**src/hdl/prmd_pkg.sv**
```systemverilog
// prmd_pkg: shared types and constants for the punctured reed-muller decoder
// holds the status codes and the controller/datapath command and status structs
// no dependencies

package prmd_pkg;

	localparam int WordW  = 31;
	localparam int DistW  = 5;
	localparam int CountW = 17;
	localparam int SelW   = 16;

	localparam logic [1:0] ST_OK        = 2'd0;
	localparam logic [1:0] ST_BAD_PARAM = 2'd1;
	localparam logic [1:0] ST_TOO_LONG  = 2'd2;
	localparam logic [1:0] ST_TOO_MANY  = 2'd3;

	localparam logic REG_QUBITS = 1'b0;
	localparam logic REG_ORDER  = 1'b1;

	typedef struct packed {
		logic       start;       // latch word, clear counters
		logic       sweep;       // build one generator row
		logic       set_status;
		logic [1:0] status_code;
		logic       enum_step;   // issue one candidate
		logic       load_out;    // move result into output register
	} prmd_cmd_t;

	typedef struct packed {
		logic params_bad;
		logic sweep_last;
		logic dim_over;
		logic word_long;
		logic enum_last;
		logic pipe_busy;
		logic out_free;
	} prmd_stat_t;

endpackage

```
**src/hdl/prmd_ctrl.sv**
```systemverilog
// prmd_ctrl: sequencer for the decoder
// steps through row build, checks, gray enumeration and result hand-off
// depends on prmd_pkg

module prmd_ctrl (
	input  logic                   clk,
	input  logic                   arst_n,
	input  logic                   in_valid,
	output logic                   in_ready,
	input  prmd_pkg::prmd_stat_t   stat,
	output prmd_pkg::prmd_cmd_t    cmd
);
	import prmd_pkg::*;

	localparam logic [2:0] S_IDLE   = 3'd0;
	localparam logic [2:0] S_SWEEP  = 3'd1;
	localparam logic [2:0] S_CHECK  = 3'd2;
	localparam logic [2:0] S_ENUM   = 3'd3;
	localparam logic [2:0] S_DRAIN  = 3'd4;
	localparam logic [2:0] S_FINISH = 3'd5;

	logic [2:0] state_q, state_d;

	always_comb begin
		state_d  = state_q;
		cmd      = '0;
		in_ready = 1'b0;
		case (state_q)
			S_IDLE: begin
				in_ready = 1'b1;
				if (in_valid) begin
					cmd.start = 1'b1;
					if (stat.params_bad) begin
						cmd.set_status  = 1'b1;
						cmd.status_code = ST_BAD_PARAM;
						state_d         = S_FINISH;
					end else begin
						state_d = S_SWEEP;
					end
				end
			end
			S_SWEEP: begin
				cmd.sweep = 1'b1;
				if (stat.sweep_last)
					state_d = S_CHECK;
			end
			S_CHECK: begin
				cmd.set_status = 1'b1;
				if (stat.dim_over) begin
					cmd.status_code = ST_TOO_MANY;
					state_d         = S_FINISH;
				end else if (stat.word_long) begin
					cmd.status_code = ST_TOO_LONG;
					state_d         = S_FINISH;
				end else begin
					cmd.status_code = ST_OK;
					state_d         = S_ENUM;
				end
			end
			S_ENUM: begin
				cmd.enum_step = 1'b1;
				if (stat.enum_last)
					state_d = S_DRAIN;
			end
			S_DRAIN: begin
				if (!stat.pipe_busy)
					state_d = S_FINISH;
			end
			S_FINISH: begin
				if (stat.out_free) begin
					cmd.load_out = 1'b1;
					state_d      = S_IDLE;
				end
			end
			default: begin
				state_d = S_IDLE;
			end
		endcase
	end

	always_ff @(posedge clk or negedge arst_n) begin
		if (!arst_n)
			state_q <= S_IDLE;
		else
			state_q <= state_d;
	end

endmodule

```
**src/hdl/prmd_datapath.sv**
```systemverilog
// prmd_datapath: config registers, generator row store, gray enumeration pipeline
// and output register of the decoder
// depends on prmd_pkg

module prmd_datapath #(
	parameter int MAX_DIM     = 16,
	parameter int QUBIT_LIMIT = 5
) (
	input  logic                   clk,
	input  logic                   arst_n,
	input  logic                   cfg_write,
	input  logic                   cfg_index,
	input  logic [3:0]             cfg_data,
	input  logic [30:0]            received_word,
	input  logic                   out_ready,
	output logic                   out_valid,
	output logic [1:0]             status,
	output logic [30:0]            best_codeword,
	output logic [4:0]             best_distance,
	output logic [16:0]            tie_count,
	output logic [16:0]            candidate_count,
	output logic [15:0]            selection_mask,
	input  prmd_pkg::prmd_cmd_t    cmd,
	output prmd_pkg::prmd_stat_t   stat
);
	import prmd_pkg::*;

	localparam int SW = (MAX_DIM > 1) ? $clog2(MAX_DIM) : 1;
	localparam int TW = ((QUBIT_LIMIT + 1) > (SW + 1)) ? (QUBIT_LIMIT + 1) : (SW + 1);
	localparam int IW = MAX_DIM + 1;
	localparam int MW = QUBIT_LIMIT;

	logic [2:0]         qubits_q;
	logic [3:0]         order_q;
	logic [WordW-1:0]   word_q;
	logic [1:0]         status_q;

	logic [MW-1:0]      mask_q;
	logic [TW-1:0]      dim_q;
	logic [WordW-1:0]   store_q [MAX_DIM];

	logic [IW-1:0]      idx_q;
	logic [WordW-1:0]   running_s1;
	logic [IW-1:0]      gray_s1;
	logic               v_s1, first_s1;
	logic [WordW-1:0]   cw_s2;
	logic [IW-1:0]      gray_s2;
	logic [DistW-1:0]   dist_s2;
	logic               v_s2, first_s2;

	logic [WordW-1:0]   best_cw_q;
	logic [DistW-1:0]   best_dist_q;
	logic [IW-1:0]      best_sel_q;
	logic [IW-1:0]      ties_q;

	logic               out_valid_q;
	logic [1:0]         out_status_q;
	logic [WordW-1:0]   out_cw_q;
	logic [DistW-1:0]   out_dist_q;
	logic [CountW-1:0]  out_ties_q;
	logic [CountW-1:0]  out_cand_q;
	logic [SelW-1:0]    out_sel_q;

	logic [5:0]         n_pts;
	logic [WordW-1:0]   valid_bits;
	logic [WordW-1:0]   row;
	logic               term_ok;
	logic [IW-1:0]      cand;
	logic [SW-1:0]      flip_k;
	logic [IW-1:0]      gray;

	// point count n = 2^q - 1 and the bits that lie on the code
	always_comb begin
		n_pts      = (6'd1 << qubits_q) - 6'd1;
		valid_bits = 31'h7FFF_FFFF >> (6'd31 - n_pts);
	end

	// evaluation of the current monomial at points 1..n
	always_comb begin
		row = '0;
		for (int p = 1; p <= WordW; p++) begin
			row[p-1] = (mask_q == '0) || ((5'(mask_q) & 5'(p)) == 5'(mask_q));
		end
		row     = row & valid_bits;
		term_ok = !order_q[3] && (4'($countones(mask_q)) <= order_q);
	end

	// the bit that flips at gray step idx is the lowest set bit of idx
	always_comb begin
		flip_k = '0;
		for (int i = MAX_DIM - 1; i >= 0; i--) begin
			if (idx_q[i])
				flip_k = SW'(i);
		end
		gray = idx_q ^ (idx_q >> 1);
		cand = IW'(1) << dim_q;
	end

	always_comb begin
		stat.params_bad = (qubits_q == 3'd0) || (qubits_q > 3'(QUBIT_LIMIT)) ||
			($signed(order_q) < -4'sd1) || ($signed(order_q) >= $signed({1'b0, qubits_q}));
		stat.sweep_last = (mask_q == MW'(n_pts));
		stat.dim_over   = (dim_q > TW'(MAX_DIM));
		stat.word_long  = ((word_q & ~valid_bits) != '0);
		stat.enum_last  = (idx_q == cand - IW'(1));
		stat.pipe_busy  = v_s1 || v_s2;
		stat.out_free   = !out_valid_q || out_ready;
	end

	always_ff @(posedge clk or negedge arst_n) begin
		if (!arst_n) begin
			qubits_q <= 3'd5;
			order_q  <= 4'd2;
		end else if (cfg_write) begin
			if (cfg_index == REG_QUBITS)
				qubits_q <= cfg_data[2:0];
			else
				order_q <= cfg_data;
		end
	end

	always_ff @(posedge clk or negedge arst_n) begin
		if (!arst_n) begin
			v_s1        <= 1'b0;
			v_s2        <= 1'b0;
			out_valid_q <= 1'b0;
		end else begin
			v_s1 <= cmd.enum_step;
			v_s2 <= v_s1;
			if (cmd.load_out)
				out_valid_q <= 1'b1;
			else if (out_ready)
				out_valid_q <= 1'b0;
		end
	end

	always_ff @(posedge clk) begin
		if (cmd.sweep && term_ok && (dim_q < TW'(MAX_DIM)))
			store_q[dim_q[SW-1:0]] <= row;
	end

	always_ff @(posedge clk) begin
		if (cmd.start) begin
			word_q <= received_word;
			mask_q <= '0;
			dim_q  <= '0;
			idx_q  <= '0;
		end
		if (cmd.sweep) begin
			mask_q <= mask_q + MW'(1);
			if (term_ok)
				dim_q <= dim_q + TW'(1);
		end
		if (cmd.set_status)
			status_q <= cmd.status_code;

		// stage 1: running codeword steps through gray order
		if (cmd.enum_step) begin
			idx_q    <= idx_q + IW'(1);
			gray_s1  <= gray;
			first_s1 <= (idx_q == '0);
			if (idx_q == '0)
				running_s1 <= '0;
			else
				running_s1 <= running_s1 ^ store_q[flip_k];
		end

		// stage 2: distance to the received word
		cw_s2    <= running_s1;
		gray_s2  <= gray_s1;
		first_s2 <= first_s1;
		dist_s2  <= DistW'($countones(word_q ^ running_s1));

		// stage 3: keep the best candidate, ties go to the smaller value
		if (v_s2) begin
			if (first_s2 || (dist_s2 < best_dist_q)) begin
				best_cw_q   <= cw_s2;
				best_dist_q <= dist_s2;
				best_sel_q  <= gray_s2;
				ties_q      <= IW'(1);
			end else if (dist_s2 == best_dist_q) begin
				ties_q <= ties_q + IW'(1);
				if (cw_s2 < best_cw_q) begin
					best_cw_q  <= cw_s2;
					best_sel_q <= gray_s2;
				end
			end
		end

		if (cmd.load_out) begin
			out_status_q <= status_q;
			if (status_q == ST_OK) begin
				out_cw_q   <= best_cw_q;
				out_dist_q <= best_dist_q;
				out_ties_q <= CountW'(ties_q);
				out_cand_q <= CountW'(cand);
				out_sel_q  <= SelW'(best_sel_q);
			end else begin
				out_cw_q   <= '0;
				out_dist_q <= '0;
				out_ties_q <= '0;
				out_cand_q <= '0;
				out_sel_q  <= '0;
			end
		end
	end

	assign out_valid       = out_valid_q;
	assign status          = out_status_q;
	assign best_codeword   = out_cw_q;
	assign best_distance   = out_dist_q;
	assign tie_count       = out_ties_q;
	assign candidate_count = out_cand_q;
	assign selection_mask  = out_sel_q;

endmodule

```
**src/hdl/punctured_reed_muller_exact_decoder.sv**
```systemverilog
// punctured_reed_muller_exact_decoder: exact nearest-codeword decoder for the
// punctured reed-muller code, top level joining controller and datapath
// depends on prmd_pkg, prmd_ctrl, prmd_datapath
//
// usage:
//   received_word enters on in_valid/in_ready; one word is decoded at a time.
//   the result word leaves on out_valid/out_ready with status, best_codeword,
//   best_distance, tie_count, candidate_count and selection_mask.
//   qubit_count (index 0) and code_order (index 1) are written through
//   cfg_write/cfg_index/cfg_data while the decoder is idle.
// from the accepted word to out_valid, for a word with good parameters:
//   the generator rows are built over all 2^q monomial masks, the checks run,
//   then all 2^dim codewords are walked in gray order (one candidate per cycle
//   through a three-stage xor/popcount/compare pipe), the pipe drains, the result loads.
//   at the default q=5, order 2 the code has dim 16.
//   a word with bad parameters goes straight to the result hand-off; a rejected
//   word goes to it after the row build and the checks.
// reset clears the config registers to q=5, order 2, and empties the output.
// a stalled receiver holds the result in the output register; the decoder
//   still takes the next word and only waits at the point of handing over
//   its own result.

module punctured_reed_muller_exact_decoder #(
	parameter int MAX_DIM     = 16,
	parameter int QUBIT_LIMIT = 5
) (
	input  logic        clk,
	input  logic        arst_n,
	input  logic        cfg_write,
	input  logic        cfg_index,
	input  logic [3:0]  cfg_data,
	input  logic        in_valid,
	output logic        in_ready,
	input  logic [30:0] received_word,
	output logic        out_valid,
	input  logic        out_ready,
	output logic [1:0]  status,
	output logic [30:0] best_codeword,
	output logic [4:0]  best_distance,
	output logic [16:0] tie_count,
	output logic [16:0] candidate_count,
	output logic [15:0] selection_mask
);
	import prmd_pkg::*;

	prmd_cmd_t  cmd;
	prmd_stat_t stat;

	prmd_ctrl u_ctrl (
		.clk      (clk),
		.arst_n   (arst_n),
		.in_valid (in_valid),
		.in_ready (in_ready),
		.stat     (stat),
		.cmd      (cmd)
	);

	prmd_datapath #(
		.MAX_DIM     (MAX_DIM),
		.QUBIT_LIMIT (QUBIT_LIMIT)
	) u_datapath (
		.clk             (clk),
		.arst_n          (arst_n),
		.cfg_write       (cfg_write),
		.cfg_index       (cfg_index),
		.cfg_data        (cfg_data),
		.received_word   (received_word),
		.out_ready       (out_ready),
		.out_valid       (out_valid),
		.status          (status),
		.best_codeword   (best_codeword),
		.best_distance   (best_distance),
		.tie_count       (tie_count),
		.candidate_count (candidate_count),
		.selection_mask  (selection_mask),
		.cmd             (cmd),
		.stat            (stat)
	);

endmodule
```
**config.mk**
```make
export PLATFORM = sky130hd
export DESIGN_NAME = punctured_reed_muller_exact_decoder
export DESIGN_NICKNAME = d
export VERILOG_FILES = /design/src/hdl/prmd_pkg.sv /design/src/hdl/prmd_ctrl.sv /design/src/hdl/prmd_datapath.sv /design/src/hdl/punctured_reed_muller_exact_decoder.sv
export SDC_FILE = /design/constraint.sdc
export NUM_CORES = 1
export LEC_CHECK = 0
export BUFFER_PORTS_ARGS = -buffer_cell sky130_fd_sc_hd__buf_2
export CELL_PAD_IN_SITES_DETAIL_PLACEMENT = 1
export CELL_PAD_IN_SITES_GLOBAL_PLACEMENT = 2
export CORE_ASPECT_RATIO = 1.4
export CORE_MARGIN = 10
export CORE_UTILIZATION = 49
export DETAILED_ROUTE_END_ITERATION = 16
export PLACE_DENSITY = 0.9
export SLEW_MARGIN = 5
export SYNTH_ARGS = -nofsm -noshare
export SYNTH_HDL_FRONTEND = slang
export SYNTH_HIERARCHICAL = 1
export SYNTH_SLANG_ARGS = --single-unit
```
**constraint.sdc**
```tcl
create_clock -name clk -period 8.1 [get_ports clk]
set_input_delay 0 -clock clk [delete_from_list [all_inputs] [get_ports clk]]
set_output_delay 0 -clock clk [all_outputs]
set_load 0.02 [all_outputs]
```
==> impl_metrics.py, run 1 <==
metrics = {
    "outcome": {
        "status": "completed",
    },
    "critical_path": {
        "cp.arrival_ns": 5.86,
        "critPathLaunchType": "register",
        "path_class": "register to register",
        "max_stage_delay_ns": 1.06,
        "cp_max_fo": 31,
        "crit_slowest_cell": "nor2_4",
        "cp.required_ns": 8.36,
        "setup.worst_path.end_class": "register",
        "crit_chain": "inv_1 -> fa_1 -> fa_1 -> inv_1 -> ha_1 -> ha_1 -> nor2b_1 -> o21a_1 -> o21ai_0 -> nand3b_1 -> nand2b_1 -> nor2_4",
    },
    "placed_design": {
        "place_area_um2": 37120,
        "port_buffers": 130,
        "dp_hpwl_mm": 64.19,
        "place_congestion": 0.9026,
    },
    "cells_and_area": {
        "fin_area_um2": 40270,
        "final_common_cell": "edfxtp_1",
        "nNetsFinal": 2746,
        "fin_util_pct": 56.40,
        "layout_common_cells": "edfxtp_1 (756), mux2i_1 (183), nand2_1 (165)",
        "drive_gt1_share_pct": 13.55,
        "area_delta_synth_final_pct": 14.25,
        "fillers": 6805,
    },
    "grt": {
        "antenna_found_initial": 5,
        "gr-total-overflow": 0,
        "grt_usage_pct": 23.35,
        "grt_max_degree": 156,
        "grt_pass1_wl_mm": 146.7,
        "grt_pass1_vias": 23400,
    },
    "clock_network": {
        "insertion_delay_ns": 0.66,
        "cts_root_buffer": "clkbuf_16",
        "cts_tree": "yes",
        "cts.sinks": 828,
        "clock_path_buffers": 3,
        "htreeDepth": 3,
        "cts_repair_resize_count": 0,
        "numCtsBuffers": 77,
        "path_clk_slew_ns": 0.07,
    },
    "logic_synthesis": {
        "ys_ff_latch": 828,
        "syn_area_um2": 35250,
        "syn-mean-instance-area_um2": 14.54,
        "ys_types": 76,
        "synth_top_area_share_pct": 64.40,
        "async_flop_share_pct": 1.570,
        "seq_area_frac_synth_pct": 68.69,
        "ys.flop_type": "edfxtp_1",
        "syn_nets": 2579,
        "synth_edf_count": 756,
        "syn_inst": 2425,
        "ys_top_cells_by_area": "edfxtp_1 (64%), mux2i_1 (5.2%), dfxtp_1 (3.4%)",
        "yosysTopAreaCell": "edfxtp_1",
        "yosysWarnings": 6,
    },
    "sta": {
        "whs_ns": 0.09362,
        "drv_slew": 0,
        "hold_viol": 0,
        "skew_ns": 0.02992,
        "slew_headroom_pct": 8.525,
        "rsz0062_at_grt": "false",
        "fin_crit_ns": 5.594,
        "fmax_ghz": 0.1788,
        "tightestPinTransition_ns": 1.372,
        "fin_setup_tns_ns": 0,
        "setup_violations": 0,
        "period_share_pct": 69.06,
    },
    "floorplan": {
        "die_h_um": 337.4,
        "start_util_pct": 49.36,
        "ios": 131,
        "core_area_um2": 71410,
        "num_rows": 116,
        "die_x_um": 246.7,
        "dieArea_um2": 83220,
    },
    "drt": {
        "drtAntennaViolNets": 0,
        "wl_per_cell_um": 27.27,
        "finalWirelength_mm": 98.25,
        "vias": 21960,
        "detail_route.first_pass.iterations": 6,
        "drt-initial-drc-count": 2024,
        "vias_per_cell": 6.095,
        "drc": 0,
    },
    "power_and_ir_drop": {
        "leakage_uw": 0.01442,
        "power_per_cell_area_nw_per_um2": 382.3,
        "total_power_uw": 15400,
        "max-vdd-ir-drop_v": 0.0006219,
    },
    "flow_run": {
        "drv_cap": 0,
    },
    "worst_hold_path": {
        "hold_class": "primary input to register",
    },
}
where the power goes:
group,leakage (µW),internal [µW],switching [µW]
Clock,0.00128,2180,1640
Sequential,0.00763,5540,338
Combinational,0.00550,2150,3550
Total,0.0144,9870,5530
stage by stage:
stage	std cells	setup slack (ns)
finish	3603	2.506
global route	3603	2.209
CTS	3600	2.489
detailed placement	3408	2.533
global placement	3408	2.717
floorplan	2425	2.732
final cells by class:
cell class / instances / area, µm² / share of cell area [%]
inverters: 104 / 390.4 / 0.9693
diodes: 3 / 7.507 / 0.01864
well taps: 944 / 1181 / 2.933
flip-flops and latches: 828 / 24210 / 60.12
clock buffers: 96 / 2059 / 5.114
multi-input cells: 1363 / 10380 / 25.77
repair buffers: 218 / 1446 / 3.591
clock inverters: 47 / 600.6 / 1.491
kinds of logic (layout without fill, tap and decap cells):
family	after synthesis	in the layout	share of synthesized area [%]
AO/OA/AOI/OAI	408	408	8.437
XOR/XNOR	93	93	2.311
adder cells (fa/ha/maj)	113	113	4.543
buffers and inverters	234	465	2.722
flip-flops	828	828	68.69
multiplexers	191	191	5.452
other	0	3	0
AND/OR/NAND/NOR	558	558	7.848
worst paths after layout:
path	cells after the start	startpoint	slack [ns]	endpoint
worst max-delay path	12	u_datapath/mask_q[3]	2.51	u_datapath/store_q[12][22]
max in group asynchronous	4	arst_n	6.66	u_datapath/v_s2
worst max register to register	12	u_datapath/mask_q[3]	2.51	u_datapath/store_q[12][22]
min in group asynchronous	3	arst_n	0.44	u_datapath/qubits_q[0]
worst min-delay path	2	received_word[18]	0.09	u_datapath/word_q[18]
worst min register to register	0	u_datapath/gray_s1[7]	0.34	u_datapath/gray_s2[7]
cell usage after synthesis, types with 25 or more instances:
library cell  number
and2_1            62
nand3_1           27
a221oi_1          31
xor2_1            38
o22ai_1           34
a32oi_1           29
nor3_1            68
ha_1              88
nand2_1          165
buf_2             29
nand2b_1          40
dfxtp_1           59
nor2_1            96
o21ai_0           42
inv_1            104
a21oi_1           67
a222oi_1          31
a211oi_1          70
a22oi_1           33
clkbuf_1          91
fa_1              25
edfxtp_1         756
mux2i_1          183
xnor2_1           55
what timing repair did:
item	CTS	global route
endpoints found under the setup margin	0	0
buffers inserted	0	0
hold buffers	49	0
endpoints found under the hold margin	57	0
state kept, by name (all words and copies together), names as in the netlist, 16 cells and up:
name and count:
u_datapath/best_sel_q 16, u_datapath/idx_q 17, u_datapath/running_s1 31, u_datapath/best_codeword 31, u_datapath/best_cw_q 31, u_datapath/selection_mask 16, u_datapath/word_q 31, u_datapath/tie_count 17
u_datapath/cw_s2 31, u_datapath/gray_s2 16, u_datapath/candidate_count 17, u_datapath/ties_q 17, u_datapath/gray_s1 16, u_datapath/store_q 496
metal layers:
metal	GRT usage, %	part of all wire (%)
met1	27.91	38
met2	41.11	51
met3	4.067	6.9
met4	9.413	3.5
met5	0	0
critical path, delay by kind of cell (launching register included):
kind                       cells  cell delay [ns]
and+or+nand+nor                4             2.53
adders and majority gates      4             1.36
DFF                            1             0.75
AOI/OAI and AO/OA              2             0.29
buffers and inverters          2             0.24
No activity file was read; power rests on OpenSTA's default activity.
==> run 2, diff against run 1 <==
- CORE_UTILIZATION: 49 -> 45
- PLACE_DENSITY: 0.9 -> 0.84
- clock period: 8.1 -> 5.4 ns (I/O delays scaled with it)
==> run 2 against run 1 <==
Utilization decreased by 4.1 points. Sequential cell count did not move. Non-clock buffer count grew 32. Clock power is 41% higher. Highest routed layer is now met5. Setup slack worse by 2.3 ns. Power increased by 49%.
==> impl_metrics.py, run 2 (synthesized netlist as in run 1, its figures left out) <==
metrics = {
    "power_and_ir_drop": {
        "power_per_cell_area_nw_per_um2": 563.6,
        "leakage_uw": 0.01455,
        "max-vdd-ir-drop_v": 0.0008924,
        "total_power_uw": 22890,
    },
    "critical_path": {
        "setup.worst_path.end_class": "register",
        "crit_slowest_cell": "fa_1",
        "crit_top_cell": "fa_1",
        "path_class": "register to register",
        "cp-startpoint": "u_datapath/running_s1[15]",
        "r2r-start": "u_datapath/running_s1[15]",
        "max_stage_delay_ns": 0.60,
        "cp.arrival_ns": 5.72,
        "r2r_slack_ns": 0.25,
        "reg2reg_to": "u_datapath/dist_s2[4]",
        "r2r_cells": 18,
        "critPathLaunchType": "register",
        "crit_chain": "xor2_1 -> fa_1 -> inv_1 -> fa_1 -> inv_1 -> fa_1 -> fa_1 -> inv_1 -> fa_1 -> inv_1 -> fa_1 -> fa_2 -> inv_1 -> fa_1 -> inv_1 -> a21o_1 -> a21oi_1 -> xnor2_1",
        "cp.required_ns": 5.97,
        "cp_max_fo": 3,
    },
    "clock_network": {
        "clock_path_buffers": 3,
        "numCtsBuffers": 76,
        "cts_tree": "yes",
        "cts_root_buffer": "clkbuf_16",
        "insertion_delay_ns": 0.65,
        "path_clk_slew_ns": 0.07,
        "htreeDepth": 3,
        "cts.sinks": 828,
    },
    "worst_hold_path": {
        "hold_end": "u_datapath/word_q[16]",
        "min_path_cells": 2,
        "hp-start": "received_word[16]",
        "hold_class": "primary input to register",
    },
    "placed_design": {
        "dp_hpwl_mm": 63.06,
        "dpl_worst_slack_ns": 0.1792,
        "port_buffers": 130,
        "place_congestion": 0.8571,
    },
    "grt": {
        "gr-total-overflow": 0,
        "grt_max_degree": 84,
        "antenna_found_initial": 2,
        "grt_usage_pct": 22.09,
        "grt_pass1_vias": 23930,
        "grt_pass1_wl_mm": 151.2,
    },
    "sta": {
        "hold_viol": 0,
        "fmax_ghz": 0.1942,
        "final.setup.worst_slack_ns": 0.2498,
        "fin_crit_ns": 5.150,
        "skew_ns": 0.04066,
        "slew_headroom_pct": 13.17,
        "fin_setup_tns_ns": 0,
        "whs_ns": 0.07357,
        "tightestPinTransition_ns": 1.298,
        "drv_slew": 0,
        "period_share_pct": 95.37,
        "setup_violations": 0,
        "rsz0062_at_grt": "false",
    },
    "drt": {
        "finalWirelength_mm": 100.5,
        "drtAntennaViolNets": 0,
        "drc": 0,
        "drt-initial-drc-count": 1786,
        "vias": 21780,
        "detail_route.first_pass.iterations": 7,
        "vias_per_cell": 5.841,
        "wl_per_cell_um": 26.96,
    },
    "floorplan": {
        "die_x_um": 256.5,
        "num_rows": 121,
        "core_area_um2": 77670,
        "ios": 131,
        "dieArea_um2": 90090,
        "die_h_um": 351.2,
        "start_util_pct": 45.39,
    },
    "outcome": {
        "status": "completed",
    },
    "cells_and_area": {
        "final_common_cell": "edfxtp_1",
        "layout_common_cells": "edfxtp_1 (756), mux2i_1 (183), nand2_1 (165)",
        "area_delta_synth_final_pct": 15.21,
        "nNetsFinal": 2777,
        "fillers": 7514,
        "largest_reg_flops": 496,
        "fin_util_pct": 52.29,
        "drive_gt1_share_pct": 14.25,
    },
    "flow_run": {
        "drv_cap": 0,
    },
}
run 2: cell count changes in the layout (fill, tap and decap cells not counted), sizes merged:
| cell | delta |
|---|---|
| buf | +34 |
| bufinv | -5 |
| clkinvlp | -5 |
| clkinv | +4 |
| dlygate4sd3 | -2 |
| inv | -1 |
run 2: worst max-delay path by stage:
stage / cells after the start / slack, ns / end
floorplan: 11 / 0.03 / u_datapath/best_cw_q[0]
global placement: 18 / 0.27 / u_datapath/dist_s2[4]
detailed placement: 18 / 0.18 / u_datapath/dist_s2[4]
CTS: 18 / 0.16 / u_datapath/dist_s2[4]
global route: 18 / 0.03 / u_datapath/dist_s2[4]
finish: 18 / 0.25 / u_datapath/dist_s2[4]
run 2: layer usage:
metal	wire [µm]	global-route usage, %	share of wire [%]	up-vias
met3	5596	3.434	5.6	201
met4	3936	9.445	3.9	2
met2	52290	39.72	52	759
met5	11	0	0.011	-
li1	-	-	-	9627
met1	38680	25.92	38	11190
run 2: cell type report:
cell class	instances	area (µm²)	area share (%)
multi-input cells	1363	10350	25.48
inverters	104	390.4	0.9613
flip-flops and latches	828	24210	59.62
clock inverters	40	425.4	1.048
well taps	1045	1308	3.220
diodes	3	7.507	0.01849
repair buffers	250	1882	4.634
clock buffers	96	2037	5.016
run 2: metrics by stage:
step / cell area [µm²] / cells
after CTS: 40570 / 3723
after global placement: 37640 / 3540
after global routing: 40610 / 3727
final: 40610 / 3729
after detailed placement: 37640 / 3540
after floorplan: 35250 / 2425
run 2: critical path, delay by kind of cell, from the launching register on:
family / cells / cell delay (ns)
compound gates: 2 / 0.32
xor+xnor: 2 / 0.34
fa+ha+maj: 8 / 3.63
buf+inv: 6 / 0.39
flops: 1 / 0.42
run 2: power by group:
part | switching, µW | internal, µW | total [µW] | leakage [µW]
registers | 479 | 8310 | 8790 | 0.00763
clock network | 2390 | 2990 | 5380 | 0.00121
logic | 5400 | 3320 | 8730 | 0.00571
total | 8270 | 14600 | 22900 | 0.0145
run 2: timing repair:
item | CTS | global route
resized for setup | 0 | 1
setup endpoints to repair | 0 | 1
hold buffers | 47 | 0
hold endpoints to repair | 57 | 0
buffers inserted | 0 | 3
==> run 3, diff against run 2 <==
- PLACE_DENSITY: 0.84 -> 0.85
- SYNTH_HIERARCHICAL: 1 -> not set
==> run 3 against run 2 <==
Clock power rose by 7.2%. Register-to-register slack improved by 0.23 ns. Setup slack improved by 0.23 ns.
==> impl_metrics.py, run 3 <==
metrics = {
    "power_and_ir_drop": {
        "total_power_uw": 24270,
        "leakage_uw": 0.01545,
        "power_per_cell_area_nw_per_um2": 585.7,
        "max-vdd-ir-drop_v": 0.001096,
    },
    "placed_design": {
        "dpl_worst_slack_ns": 0.4999,
        "place_area_um2": 38270,
        "place_congestion": 0.9018,
        "port_buffers": 130,
        "dp_hpwl_mm": 66.75,
    },
    "logic_synthesis": {
        "yosys.area_share.simple_pct": 9.224,
        "synth_edf_count": 756,
        "yosysWarnings": 0,
        "synth_xor_area_share_pct": 2.211,
        "ys_top_cells_by_area": "edfxtp_1 (63%), mux2i_1 (4.4%), ha_1 (3.7%)",
        "syn_nets": 2736,
        "ys_ff_latch": 828,
        "yosys-top-cells-count": "edfxtp_1 (756), nand2_1 (230), a21oi_1 (165)",
        "yosysTopAreaCell": "edfxtp_1",
        "yosysMostFrequentCell": "edfxtp_1",
        "synth_top_area_share_pct": 62.97,
        "async_flop_share_pct": 1.570,
        "syn_inst": 2562,
        "ys.flop_type": "edfxtp_1",
        "ys_types": 82,
        "muxShareOfSynthArea_pct": 4.546,
        "synth-compound-area-share_pct": 8.447,
        "synth_adder_area_share_pct": 5.178,
        "syn-mean-instance-area_um2": 14.07,
        "synth_top_family_by_area": "simple AND/OR/NAND/NOR gates",
        "seq_area_frac_synth_pct": 67.15,
        "syn_area_um2": 36050,
    },
    "floorplan": {
        "die_h_um": 354.9,
        "start_util_pct": 45.51,
        "core_area_um2": 79220,
        "dieArea_um2": 92000,
        "die_x_um": 259.2,
        "num_rows": 122,
        "ios": 131,
    },
    "grt": {
        "antenna_found_initial": 4,
        "grt_usage_pct": 21.87,
        "grt_pass1_vias": 24240,
        "grt_pass1_wl_mm": 153.0,
        "gr-total-overflow": 0,
        "grt_max_degree": 91,
    },
    "critical_path": {
        "critPathLaunchType": "register",
        "crit_chain": "xor2_1 -> ha_1 -> fa_1 -> inv_1 -> fa_1 -> fa_1 -> fa_1 -> fa_1 -> inv_1 -> ha_1 -> fa_1 -> a21o_1 -> a21oi_1 -> xnor2_1",
        "path_class": "register to register",
        "crit_slowest_cell": "fa_1",
        "cp_max_fo": 4,
        "r2r_cells": 14,
        "cp.arrival_ns": 5.47,
        "max_stage_delay_ns": 0.53,
        "setup.worst_path.end_class": "register",
        "reg2reg_to": "u_datapath.dist_s2[4]",
        "r2r-start": "u_datapath.running_s1[15]",
        "crit_top_cell": "fa_1",
        "r2r_slack_ns": 0.48,
        "cp.required_ns": 5.95,
    },
    "drt": {
        "drc": 0,
        "m1WireLength_mm": 38.75,
        "wl_met2_mm": 53.92,
        "drtAntennaViolNets": 0,
        "top_layer": "met5",
        "drt-initial-drc-count": 1530,
        "met3_length_mm": 4.857,
        "vias_per_cell": 5.774,
        "finalWirelength_mm": 101.9,
        "vias": 22400,
        "wl_per_cell_um": 26.27,
        "detail_route.first_pass.iterations": 5,
    },
    "clock_network": {
        "htreeDepth": 3,
        "cts_tree": "yes",
        "numCtsBuffers": 79,
        "clock_path_buffers": 3,
        "cts.sinks": 828,
        "insertion_delay_ns": 0.67,
        "cts_root_buffer": "clkbuf_16",
        "path_clk_slew_ns": 0.07,
        "cts_repair_resize_count": 0,
    },
    "cells_and_area": {
        "layout_common_cells": "edfxtp_1 (756), nand2_1 (230), a21oi_1 (163)",
        "largest_reg_flops": 496,
        "drive_gt1_share_pct": 14.92,
        "area_delta_synth_final_pct": 14.95,
        "final_common_cell": "edfxtp_1",
        "fin_area_um2": 41440,
        "nNetsFinal": 2931,
    },
    "worst_hold_path": {
        "hold_end": "u_datapath.word_q[22]",
        "hp-start": "received_word[22]",
        "min_path_cells": 2,
        "hold_class": "primary input to register",
    },
    "sta": {
        "drv_slew": 0,
        "fmax_ghz": 0.2031,
        "slew_headroom_pct": 7.077,
        "rsz0062_at_grt": "false",
        "skew_ns": 0.03532,
        "period_share_pct": 91.20,
        "final.setup.worst_slack_ns": 0.4754,
        "setup_violations": 0,
        "hold_viol": 0,
        "tightestPinTransition_ns": 1.389,
        "fin_setup_tns_ns": 0,
        "fin_crit_ns": 4.925,
    },
    "flow_run": {
        "drv_cap": 0,
    },
    "outcome": {
        "status": "completed",
    },
}
[run 3: cells by family (layout without fill, tap and decap cells)]
family                     Yosys count  in the layout
AOI/OAI and AO/OA                  434            434
muxes                              163            163
and+or+nand+nor                    635            635
buffers and inverters              278            538
xor gates and xnor gates            91             91
other                                0              3
adders and majority gates          133            133
DFF                                828            828
[run 3: layer usage]
| layer | vias up | global-route usage (%) |
|---|---|---|
| met4 | 2 | 9.746 |
| met5 | - | 0 |
| met2 | 669 | 39.93 |
| met3 | 206 | 3.159 |
| met1 | 11520 | 24.93 |
| li1 | 9995 | - |
[run 3: worst max path at each step]
stage / start / end / depth (start not counted)
after floorplan: u_datapath.mask_q[2] / u_datapath.store_q[12][0] / 15
after global placement: u_datapath.running_s1[12] / u_datapath.dist_s2[4] / 16
after detailed placement: u_datapath.running_s1[20] / u_datapath.dist_s2[4] / 14
after CTS: u_datapath.running_s1[20] / u_datapath.dist_s2[4] / 14
after global routing: u_datapath.running_s1[12] / u_datapath.dist_s2[4] / 16
final: u_datapath.running_s1[15] / u_datapath.dist_s2[4] / 14
[run 3: final cells by class]
type | instances | area (µm²)
fill | 7650 | 37780
sequential | 828 | 24210
multi-input combinational | 1456 | 10860
clock buffer | 101 | 2121
timing repair buffer | 260 | 1869
tap | 1054 | 1319
clock inverter | 45 | 563.0
inverter | 132 | 495.5
antenna | 3 | 7.507
[run 3: per-stage QoR]
stage	hold slack [ns]	util (%)	std cells
floorplan	-0.2956	-	2562
global placement	-0.08963	48.31	3683
detailed placement	-0.08433	48.31	3683
CTS	0.02726	52.29	3876
global route	0.06359	52.31	3879
finish	0.06893	52.31	3879
[run 3: what timing repair did]
action                                  CTS  global route
buffers inserted                          0             0
hold buffers                             47             0
endpoints found under the setup margin    0             0
endpoints found under the hold margin    61             0
[run 3: worst max-delay path, delay by kind of cell (launching register included)]
| family | cells | cell delay, ns |
|---|---|---|
| flops | 1 | 0.48 |
| buf+inv | 2 | 0.10 |
| fa+ha+maj | 8 | 3.46 |
| xor+xnor | 2 | 0.36 |
| compound gates | 2 | 0.40 |
[run 3: power by group]
| group | switching (µW) | leakage, µW | internal [µW] |
|---|---|---|---|
| sequential | 442 | 0.00763 | 8220 |
| combinational | 6230 | 0.00651 | 3610 |
| clock | 2510 | 0.00131 | 3260 |
